===== src/hdl/pba_pkg.sv =====
`timescale 1ns / 1ps
// shared types, constants and digit helpers for the packed decimal arithmetic unit
// no dependencies

package pba_pkg;

    localparam int MAX_BYTES  = 8;
    localparam int DATA_W     = 8 * MAX_BYTES;
    localparam int IDX_W      = 3;
    localparam int NB_W       = 4;
    localparam int MULT_W     = 8;
    localparam int PADDR_W    = 3;
    localparam int PDATA_W    = 32;

    localparam logic [NB_W-1:0] NUM_BYTES_RESET = 4'd5;

    // register word select, taken from paddr[2]
    localparam logic REG_NUM_BYTES = 1'b0;

    typedef enum logic [1:0] {
        CMD_ADD = 2'd0,
        CMD_SUB = 2'd1,
        CMD_MUL = 2'd2,
        CMD_CMP = 2'd3
    } cmd_t;

    localparam logic signed [1:0] ORD_LESS    = -2'sd1;
    localparam logic signed [1:0] ORD_EQUAL   = 2'sd0;
    localparam logic signed [1:0] ORD_GREATER = 2'sd1;

    // control into the byte unit
    typedef struct packed {
        logic is_sub;
        logic cin;
    } byte_ctrl_t;

    // status out of the byte unit
    typedef struct packed {
        logic cout;
        logic gt;
        logic lt;
    } byte_stat_t;

    // bytes in use, clamped to 1..MAX_BYTES
    function automatic logic [IDX_W:0] used_bytes(input logic [NB_W-1:0] nb);
        logic [IDX_W:0] n;
        begin
            if (nb == '0)
                n = (IDX_W+1)'(1);
            else if ({1'b0, nb} > (NB_W+1)'(MAX_BYTES))
                n = (IDX_W+1)'(MAX_BYTES);
            else
                n = (IDX_W+1)'(nb);
            return n;
        end
    endfunction

    // keep mask over the bytes in use
    function automatic logic [DATA_W-1:0] keep_mask(input logic [IDX_W:0] n);
        logic [DATA_W-1:0] m;
        begin
            for (int i = 0; i < MAX_BYTES; i++)
                m[8*i +: 8] = ((IDX_W+1)'(i) < n) ? 8'hFF : 8'h00;
            return m;
        end
    endfunction

    // one decimal digit add or subtract, returns {carry, digit}
    function automatic logic [4:0] digit_op(
        input logic       is_sub,
        input logic [3:0] da,
        input logic [3:0] db,
        input logic       cin
    );
        logic [5:0] t;
        logic [5:0] adj;
        logic       c;
        begin
            if (is_sub)
            begin
                t   = {2'b00, da} - {2'b00, db} - {5'b0, cin};
                c   = t[5];
                adj = t + 6'd10;
            end
            else
            begin
                t   = {2'b00, da} + {2'b00, db} + {5'b0, cin};
                c   = (t >= 6'd10);
                adj = t - 6'd10;
            end
            return c ? {1'b1, adj[3:0]} : {1'b0, t[3:0]};
        end
    endfunction

endpackage


===== src/hdl/pba_in_if.sv =====
`timescale 1ns / 1ps
// input item channel: valid/ready handshake with command and operands
// depends on pba_pkg

interface pba_in_if;
    logic                          valid;
    logic                          ready;
    logic [1:0]                    cmd;
    logic [pba_pkg::DATA_W-1:0]    operand_a;
    logic [pba_pkg::DATA_W-1:0]    operand_b;
    logic [pba_pkg::MULT_W-1:0]    multiplier;

    modport source (output valid, cmd, operand_a, operand_b, multiplier, input ready);
    modport sink   (input valid, cmd, operand_a, operand_b, multiplier, output ready);
endinterface


===== src/hdl/pba_out_if.sv =====
`timescale 1ns / 1ps
// result item channel: valid/ready handshake with result value and order
// depends on pba_pkg

interface pba_out_if;
    logic                          valid;
    logic                          ready;
    logic [pba_pkg::DATA_W-1:0]    result_value;
    logic signed [1:0]             order;

    modport source (output valid, result_value, order, input ready);
    modport sink   (input valid, result_value, order, output ready);
endinterface


===== src/hdl/pba_byte_unit.sv =====
`timescale 1ns / 1ps
// shared byte unit: two-digit decimal add or subtract with chained carry,
// plus unsigned byte compare; depends on pba_pkg

module pba_byte_unit (
    input  logic [7:0]            x,
    input  logic [7:0]            y,
    input  pba_pkg::byte_ctrl_t   ctrl,
    output logic [7:0]            sum,
    output pba_pkg::byte_stat_t   stat
);

    logic [4:0] lo;
    logic [4:0] hi;

    // low digit then high digit, carry chained through
    always_comb
    begin
        lo = pba_pkg::digit_op(ctrl.is_sub, x[3:0], y[3:0], ctrl.cin);
        hi = pba_pkg::digit_op(ctrl.is_sub, x[7:4], y[7:4], lo[4]);
        sum       = {hi[3:0], lo[3:0]};
        stat.cout = hi[4];
        stat.gt   = (x > y);
        stat.lt   = (x < y);
    end

endmodule


===== src/hdl/packed_bcd_arith_unit.sv =====
`timescale 1ns / 1ps
// packed decimal arithmetic unit: add, subtract, multiply by repeated add, compare
// add, subtract and compare make one pass over the n bytes in use; multiply makes
//   multiplier-1 passes, none for multiply by 0 or 1
// one byte a cycle goes through the shared byte unit; one item in flight at a time
// the next item is taken once the last one is handed over, also while its result waits
// rst_n is asynchronous, active low; num_bytes resets to 5, no item or result pending

module packed_bcd_arith_unit (
    input  logic                          clk,
    input  logic                          rst_n,
    pba_in_if.sink                        item_in,
    pba_out_if.source                     item_out,
    input  logic                          psel,
    input  logic                          penable,
    input  logic                          pwrite,
    input  logic [pba_pkg::PADDR_W-1:0]   paddr,
    input  logic [pba_pkg::PDATA_W-1:0]   pwdata,
    output logic [pba_pkg::PDATA_W-1:0]   prdata,
    output logic                          pready
);

    typedef enum logic {
        ST_IDLE,
        ST_RUN
    } state_t;

    state_t                          state_reg, state_next;
    logic [pba_pkg::NB_W-1:0]        num_bytes_reg, num_bytes_next;
    logic [1:0]                      cmd_reg, cmd_next;
    logic [pba_pkg::DATA_W-1:0]      acc_reg, acc_next;
    logic [pba_pkg::DATA_W-1:0]      opb_reg, opb_next;
    logic [pba_pkg::IDX_W-1:0]       idx_reg, idx_next;
    logic                            carry_reg, carry_next;
    logic [pba_pkg::MULT_W-1:0]      passes_reg, passes_next;
    logic signed [1:0]               ord_reg, ord_next;
    logic                            out_valid_reg, out_valid_next;
    logic [pba_pkg::DATA_W-1:0]      out_value_reg, out_value_next;
    logic signed [1:0]               out_order_reg, out_order_next;

    logic [pba_pkg::IDX_W:0]         n_used;
    logic [pba_pkg::IDX_W-1:0]       last_idx;
    logic [pba_pkg::DATA_W-1:0]      mask;
    logic                            cfg_write;
    logic                            in_fire;
    logic                            out_free;
    logic [7:0]                      unit_x;
    logic [7:0]                      unit_y;
    logic [7:0]                      unit_sum;
    pba_pkg::byte_ctrl_t             unit_ctrl;
    pba_pkg::byte_stat_t             unit_stat;

    // byte count in use and operand mask
    always_comb
    begin
        n_used   = pba_pkg::used_bytes(num_bytes_reg);
        last_idx = pba_pkg::IDX_W'(n_used - 1'b1);
        mask     = pba_pkg::keep_mask(n_used);
    end

    // configuration port
    assign pready    = 1'b1;
    assign cfg_write = psel && penable && pwrite && (paddr[2] == pba_pkg::REG_NUM_BYTES);
    assign prdata    = (paddr[2] == pba_pkg::REG_NUM_BYTES)
                       ? {{(pba_pkg::PDATA_W-pba_pkg::NB_W){1'b0}}, num_bytes_reg}
                       : '0;

    // handshakes
    assign item_in.ready  = (state_reg == ST_IDLE);
    assign in_fire        = item_in.valid && item_in.ready;
    assign out_free       = !out_valid_reg || item_out.ready;
    assign item_out.valid        = out_valid_reg;
    assign item_out.result_value = out_value_reg;
    assign item_out.order        = out_order_reg;

    // shared byte unit on the current byte of accumulator and second operand
    assign unit_x         = acc_reg[{idx_reg, 3'b000} +: 8];
    assign unit_y         = opb_reg[{idx_reg, 3'b000} +: 8];
    assign unit_ctrl.is_sub = (cmd_reg == pba_pkg::CMD_SUB);
    assign unit_ctrl.cin    = carry_reg;

    pba_byte_unit u_byte (
        .x    (unit_x),
        .y    (unit_y),
        .ctrl (unit_ctrl),
        .sum  (unit_sum),
        .stat (unit_stat)
    );

    // sequencer
    always_comb
    begin
        state_next     = state_reg;
        num_bytes_next = cfg_write ? pwdata[pba_pkg::NB_W-1:0] : num_bytes_reg;
        cmd_next       = cmd_reg;
        acc_next       = acc_reg;
        opb_next       = opb_reg;
        idx_next       = idx_reg;
        carry_next     = carry_reg;
        passes_next    = passes_reg;
        ord_next       = ord_reg;
        out_valid_next = out_valid_reg && !item_out.ready;
        out_value_next = out_value_reg;
        out_order_next = out_order_reg;

        case (state_reg)
            ST_IDLE:
            begin
                if (in_fire)
                begin
                    state_next = ST_RUN;
                    cmd_next   = item_in.cmd;
                    acc_next   = item_in.operand_a & mask;
                    idx_next   = '0;
                    carry_next = 1'b0;
                    ord_next   = pba_pkg::ORD_EQUAL;
                    // multiply adds a into the accumulator, so a is the addend
                    if (item_in.cmd == pba_pkg::CMD_MUL)
                    begin
                        opb_next    = item_in.operand_a & mask;
                        passes_next = (item_in.multiplier < 8'd2)
                                      ? '0 : item_in.multiplier - 1'b1;
                    end
                    else
                    begin
                        opb_next    = item_in.operand_b & mask;
                        passes_next = pba_pkg::MULT_W'(1);
                    end
                end
            end
            ST_RUN:
            begin
                if (passes_reg == '0)
                begin
                    // all passes done, hand over once the output slot is free
                    if (out_free)
                    begin
                        state_next     = ST_IDLE;
                        out_valid_next = 1'b1;
                        out_value_next = acc_reg;
                        out_order_next = ord_reg;
                    end
                end
                else
                begin
                    // one byte through the shared unit
                    if (cmd_reg == pba_pkg::CMD_CMP)
                    begin
                        if (unit_stat.gt)
                            ord_next = pba_pkg::ORD_GREATER;
                        else if (unit_stat.lt)
                            ord_next = pba_pkg::ORD_LESS;
                    end
                    else
                    begin
                        acc_next[{idx_reg, 3'b000} +: 8] = unit_sum;
                    end
                    if (idx_reg == last_idx)
                    begin
                        idx_next    = '0;
                        carry_next  = 1'b0;
                        passes_next = passes_reg - 1'b1;
                    end
                    else
                    begin
                        idx_next   = idx_reg + 1'b1;
                        carry_next = unit_stat.cout;
                    end
                end
            end
            default:
            begin
                state_next = ST_IDLE;
            end
        endcase
    end

    // state and registered outputs
    always_ff @(posedge clk or negedge rst_n)
    begin
        if (!rst_n)
        begin
            state_reg     <= ST_IDLE;
            num_bytes_reg <= pba_pkg::NUM_BYTES_RESET;
            cmd_reg       <= pba_pkg::CMD_ADD;
            acc_reg       <= '0;
            opb_reg       <= '0;
            idx_reg       <= '0;
            carry_reg     <= 1'b0;
            passes_reg    <= '0;
            ord_reg       <= pba_pkg::ORD_EQUAL;
            out_valid_reg <= 1'b0;
            out_value_reg <= '0;
            out_order_reg <= pba_pkg::ORD_EQUAL;
        end
        else
        begin
            state_reg     <= state_next;
            num_bytes_reg <= num_bytes_next;
            cmd_reg       <= cmd_next;
            acc_reg       <= acc_next;
            opb_reg       <= opb_next;
            idx_reg       <= idx_next;
            carry_reg     <= carry_next;
            passes_reg    <= passes_next;
            ord_reg       <= ord_next;
            out_valid_reg <= out_valid_next;
            out_value_reg <= out_value_next;
            out_order_reg <= out_order_next;
        end
    end

endmodule

===== src/flat_wrapper.sv =====
// flat-port wrapper written by rule: the top's interface ports become plain ports
module packed_bcd_arith_unit_flat 
  (clk, rst_n, psel, penable, pwrite, paddr, pwdata, prdata, pready, item_in_valid, item_in_cmd, item_in_operand_a, item_in_operand_b, item_in_multiplier, item_in_ready, item_out_valid, item_out_result_value, item_out_order, item_out_ready);
  pba_in_if item_in_i ();
  pba_out_if item_out_i ();
  input  logic clk;
  input  logic rst_n;
  input  logic psel;
  input  logic penable;
  input  logic pwrite;
  input  logic [pba_pkg::PADDR_W-1:0] paddr;
  input  logic [pba_pkg::PDATA_W-1:0] pwdata;
  output logic [pba_pkg::PDATA_W-1:0] prdata;
  output logic pready;
  input wire logic [$bits(item_in_i.valid)-1:0] item_in_valid;
  input wire logic [$bits(item_in_i.cmd)-1:0] item_in_cmd;
  input wire logic [$bits(item_in_i.operand_a)-1:0] item_in_operand_a;
  input wire logic [$bits(item_in_i.operand_b)-1:0] item_in_operand_b;
  input wire logic [$bits(item_in_i.multiplier)-1:0] item_in_multiplier;
  output wire logic [$bits(item_in_i.ready)-1:0] item_in_ready;
  output wire logic [$bits(item_out_i.valid)-1:0] item_out_valid;
  output wire logic [$bits(item_out_i.result_value)-1:0] item_out_result_value;
  output wire logic [$bits(item_out_i.order)-1:0] item_out_order;
  input wire logic [$bits(item_out_i.ready)-1:0] item_out_ready;
  assign item_in_i.valid = item_in_valid;
  assign item_in_i.cmd = item_in_cmd;
  assign item_in_i.operand_a = item_in_operand_a;
  assign item_in_i.operand_b = item_in_operand_b;
  assign item_in_i.multiplier = item_in_multiplier;
  assign item_in_ready = item_in_i.ready;
  assign item_out_valid = item_out_i.valid;
  assign item_out_result_value = item_out_i.result_value;
  assign item_out_order = item_out_i.order;
  assign item_out_i.ready = item_out_ready;
  packed_bcd_arith_unit u_core (.clk(clk), .rst_n(rst_n), .item_in(item_in_i), .item_out(item_out_i), .psel(psel), .penable(penable), .pwrite(pwrite), .paddr(paddr), .pwdata(pwdata), .prdata(prdata), .pready(pready));
endmodule

===== config.mk =====
export PLATFORM = sky130hd
export DESIGN_NAME = packed_bcd_arith_unit_flat
export DESIGN_NICKNAME = d
export VERILOG_FILES = /design/src/hdl/pba_pkg.sv /design/src/hdl/pba_in_if.sv /design/src/hdl/pba_out_if.sv /design/src/hdl/pba_byte_unit.sv /design/src/hdl/packed_bcd_arith_unit.sv /design/src/flat_wrapper.sv
export SDC_FILE = /design/constraint.sdc
export NUM_CORES = 1
export LEC_CHECK = 0
export ABC_AREA = 1
export BUFFER_PORTS_ARGS = -buffer_cell sky130_fd_sc_hd__buf_2
export CAP_MARGIN = 10
export CORE_MARGIN = 3
export CORE_UTILIZATION = 60
export DETAILED_ROUTE_END_ITERATION = 8
export PLACE_DENSITY = 0.95
export SLEW_MARGIN = 20
export SYNTH_ARGS = -nofsm -noshare
export SYNTH_HDL_FRONTEND = slang
export SYNTH_SLANG_ARGS = --single-unit

===== constraint.sdc =====
create_clock -name clk -period 9.7 [get_ports clk]
set_clock_uncertainty 0.15 [all_clocks]
set_input_delay 2.91 -clock clk [delete_from_list [all_inputs] [get_ports clk]]
set_output_delay 2.91 -clock clk [all_outputs]
set_load 0.005 [all_outputs]

==> qor.txt <==
initial antenna violation count - 0
Cells after Synth - 1,742
Routed WL - 42,800 um
warnings from Yosys - 0
synthesized area per cell - 7.52 sq um
fillers - 1,672
r2r setup slk - 3370 ps
routed len/inst - 19.5 um
Vias/cell - 6.06
Synth Area in Compound Gates - 0.201
Final setup violation count - 0
CTS buffer count - 23
layout cells sized above 1 - 0.179
Initial Util - 0.618
DIE WIDTH - 154 um
max-cap check violation count - 0
most frequent cell after synthesis - nand2_1
number of global-route vias before repair - 12,594
first-pass GRT wire length - 66,800 um
Crit path max-delay family - adder cells
Critical Path Max Stage Delay - 620 ps
minimum clock period - 6330 ps
clock latency on the worst-skew pair - 530 ps
highest clock rate - 158 MHz
worst hold path type - reg -> reg
multi-input logic area - 6300 sq um
# diodes - 0
Seq/Total Area, Yosys - 0.413
Starting DRT DRC Count - 2,056
Post-DRT Antenna Nets - 0
synth top area cells - dfrtp_1, nand2_1, inv_1
Synth Register Bits - 216
postcts setup bufs - 0
final hold vios - 0
EDFF count, synth - 0
DP Cell Count - 2,158
PortBufs - 221
CTS Sinks - 216
Final Wtd Congestion - 1.08
Cell Count, Final, Fillers Out - 2,199
die area - 23,600 sq um
CTS tree - done
Synth cell types - 56
critical path's most frequent cell - nand2_1
Post-Synthesis Cell Area - 13,100 sq um
Area growth, synth to finish - 14.0%
Max Slew Vio Count - 0
Post-Synth XOR/XNOR Area - 0.0106
Critical Path Source - u_core.idx_reg[0]$_DFFE_PN0P_
Root Driver - clkbuf_16
Buf+Inv Stages, Crit Path - 5
Arr. time, crit path - 6610 ps
Final Hold Slack - 328 ps
largest family of logic cells by synthesized area - simple AND/OR/NAND/NOR gates
via count - 13,336
H-tree Lvls - 1
Post-synth top cells - nand2_1, dfrtp_1, inv_1, nor2_1, o21ai_0
gr ovfl total - 0
post-synthesis mux area share - 0
Worst slew margin - 0.295
Final nets - 2,126
drt pass-1 iters - 9
largest net degree at the start of global routing - 130
Critical R2R Launch - u_core.idx_reg[0]$_DFFE_PN0P_
post-synth top area share - 0.409
CP Max Fanout - 46
core footprint - 21,200 sq um
register area - 5410 sq um
violated checks - DRC
HPWL after detailed placement - 31,100 um
Post-synth top flop - dfrtp_1
Worst setup SP type - flop
# hold bufs at CTS - 0
hold path startpoint - u_core.opb_reg[37]$_DFFE_PN0P_
WP data required - 9980 ps
simple-gate share of the synthesized area - 0.220
clock buffer depth - 3
row count - 53
period utilization - 0.653
CTS clock-pin slew for the worst setup and hold paths - 60 ps
DR DRC count - 1
Post-CTS Resized - 0
Die H - 154 um
Post-Synth Adder-Cell Area - 0.0397
crit end category - flop
post-synth top area cell - dfrtp_1
Setup CP Type - reg -> reg
RSZ-0062 raised after global routing - no
Total GRT Usage - 0.351
slowest CP cell - fa_1
ys async rst share - 1.00
Worst-Margin Slew - 1060 ps
status - finished, violations left
# IOs - 281
setup TNS - 0 ps
[cells in the final DEF, fill, tap and decap left out, types with 4 or more instances in the layout]
cell type | Yosys | final
xnor2_1 | 6 | 6
clkbuf_8 | 0 | 6
o21ai_0 | 121 | 121
o31ai_1 | 8 | 8
inv_2 | 19 | 18
nand4_1 | 23 | 23
nand3_1 | 97 | 97
a21oi_1 | 111 | 111
fa_1 | 6 | 6
o21ai_1 | 87 | 87
conb_1 | 2 | 29
buf_2 | 27 | 220
inv_1 | 206 | 206
ha_1 | 32 | 32
a221oi_1 | 4 | 4
buf_4 | 38 | 13
dfrtp_1 | 214 | 213
nor2_4 | 6 | 7
nor2_2 | 7 | 7
nor2_1 | 166 | 165
a31oi_1 | 24 | 24
o21ai_2 | 9 | 9
a22oi_1 | 7 | 7
o32ai_1 | 20 | 20
clkbuf_16 | 0 | 23
nand2_2 | 11 | 11
nor3_1 | 24 | 24
o22ai_1 | 14 | 14
clkinv_2 | 0 | 5
nand2_1 | 323 | 323
clkinv_1 | 4 | 4
xor2_1 | 8 | 8
o41ai_1 | 7 | 7
a21boi_1 | 26 | 26
[final timing paths]
kind                                                                endpoint  cells past startpoint
worst max-delay path                          u_core.acc_reg[46]$_DFFE_PN0P_                     26
worst min-delay path                          u_core.opb_reg[37]$_DFFE_PN0P_                      2
worst max register to register                u_core.acc_reg[46]$_DFFE_PN0P_                     26
worst min register to register                u_core.opb_reg[37]$_DFFE_PN0P_                      2
max in group asynchronous       u_core.item_out.result_value[16]$_DFFE_PN0P_                      2
min in group asynchronous                     u_core.opb_reg[45]$_DFFE_PN0P_                      1
[layer usage]
| layer | vias to the layer above | wire length [um] | GRT usage |
|---|---|---|---|
| met5 | - | 0 | 0 |
| met4 | 0 | 2010 | 0.130 |
| met3 | 175 | 5220 | 0.0701 |
| met2 | 992 | 19600 | 0.561 |
| met1 | 6135 | 16000 | 0.477 |
| li1 | 6034 | - | - |
[worst reg2reg max path, cell delays in order, from the launching register on]
cell	delay [ps]
dfrtp_2	400
inv_2	610
buf_4	400
o21ai_0	120
nand2_1	70
inv_1	70
o21ai_0	490
inv_1	200
fa_1	620
nand2_1	60
a21oi_1	120
nand3_1	180
nand2_1	150
nand2_4	100
fa_1	430
fa_1	400
inv_1	60
nand2_1	60
nand2_1	110
ha_1	240
nand2_1	60
o21ai_0	100
o21ai_2	440
nand2_2	120
nor2_2	210
nand2_1	100
a21boi_1	150
[stage by stage]
step	util	area (sq um)	setup slack [ps]
after floorplan	-	13200	3620
after global placement	0.666	14100	3400
after detailed placement	0.666	14100	3380
after CTS	0.704	14900	3380
after global routing	0.704	14900	2960
final	0.704	14900	3370
[kinds of logic (layout without fill, tap and decap cells)]
group	count (synthesis)	after routing
and+or+nand+nor	667	667
AOI/OAI and AO/OA	454	454
buffers and inverters	350	505
DFF	216	216
adders and majority gates	38	38
xor gates and xnor gates	15	15
other	2	29
[layout make-up]
class | instances | share of cell area
clock inverter | 11 | 0.00964
multi-input combinational | 1203 | 0.422
timing repair buffer | 235 | 0.0819
tap | 275 | 0.0230
inverter | 229 | 0.0576
sequential | 216 | 0.362
clock buffer | 30 | 0.0437
Power is not shown: default switching activity piles up to over one toggle a cycle in this logic, so the estimate is an artifact.
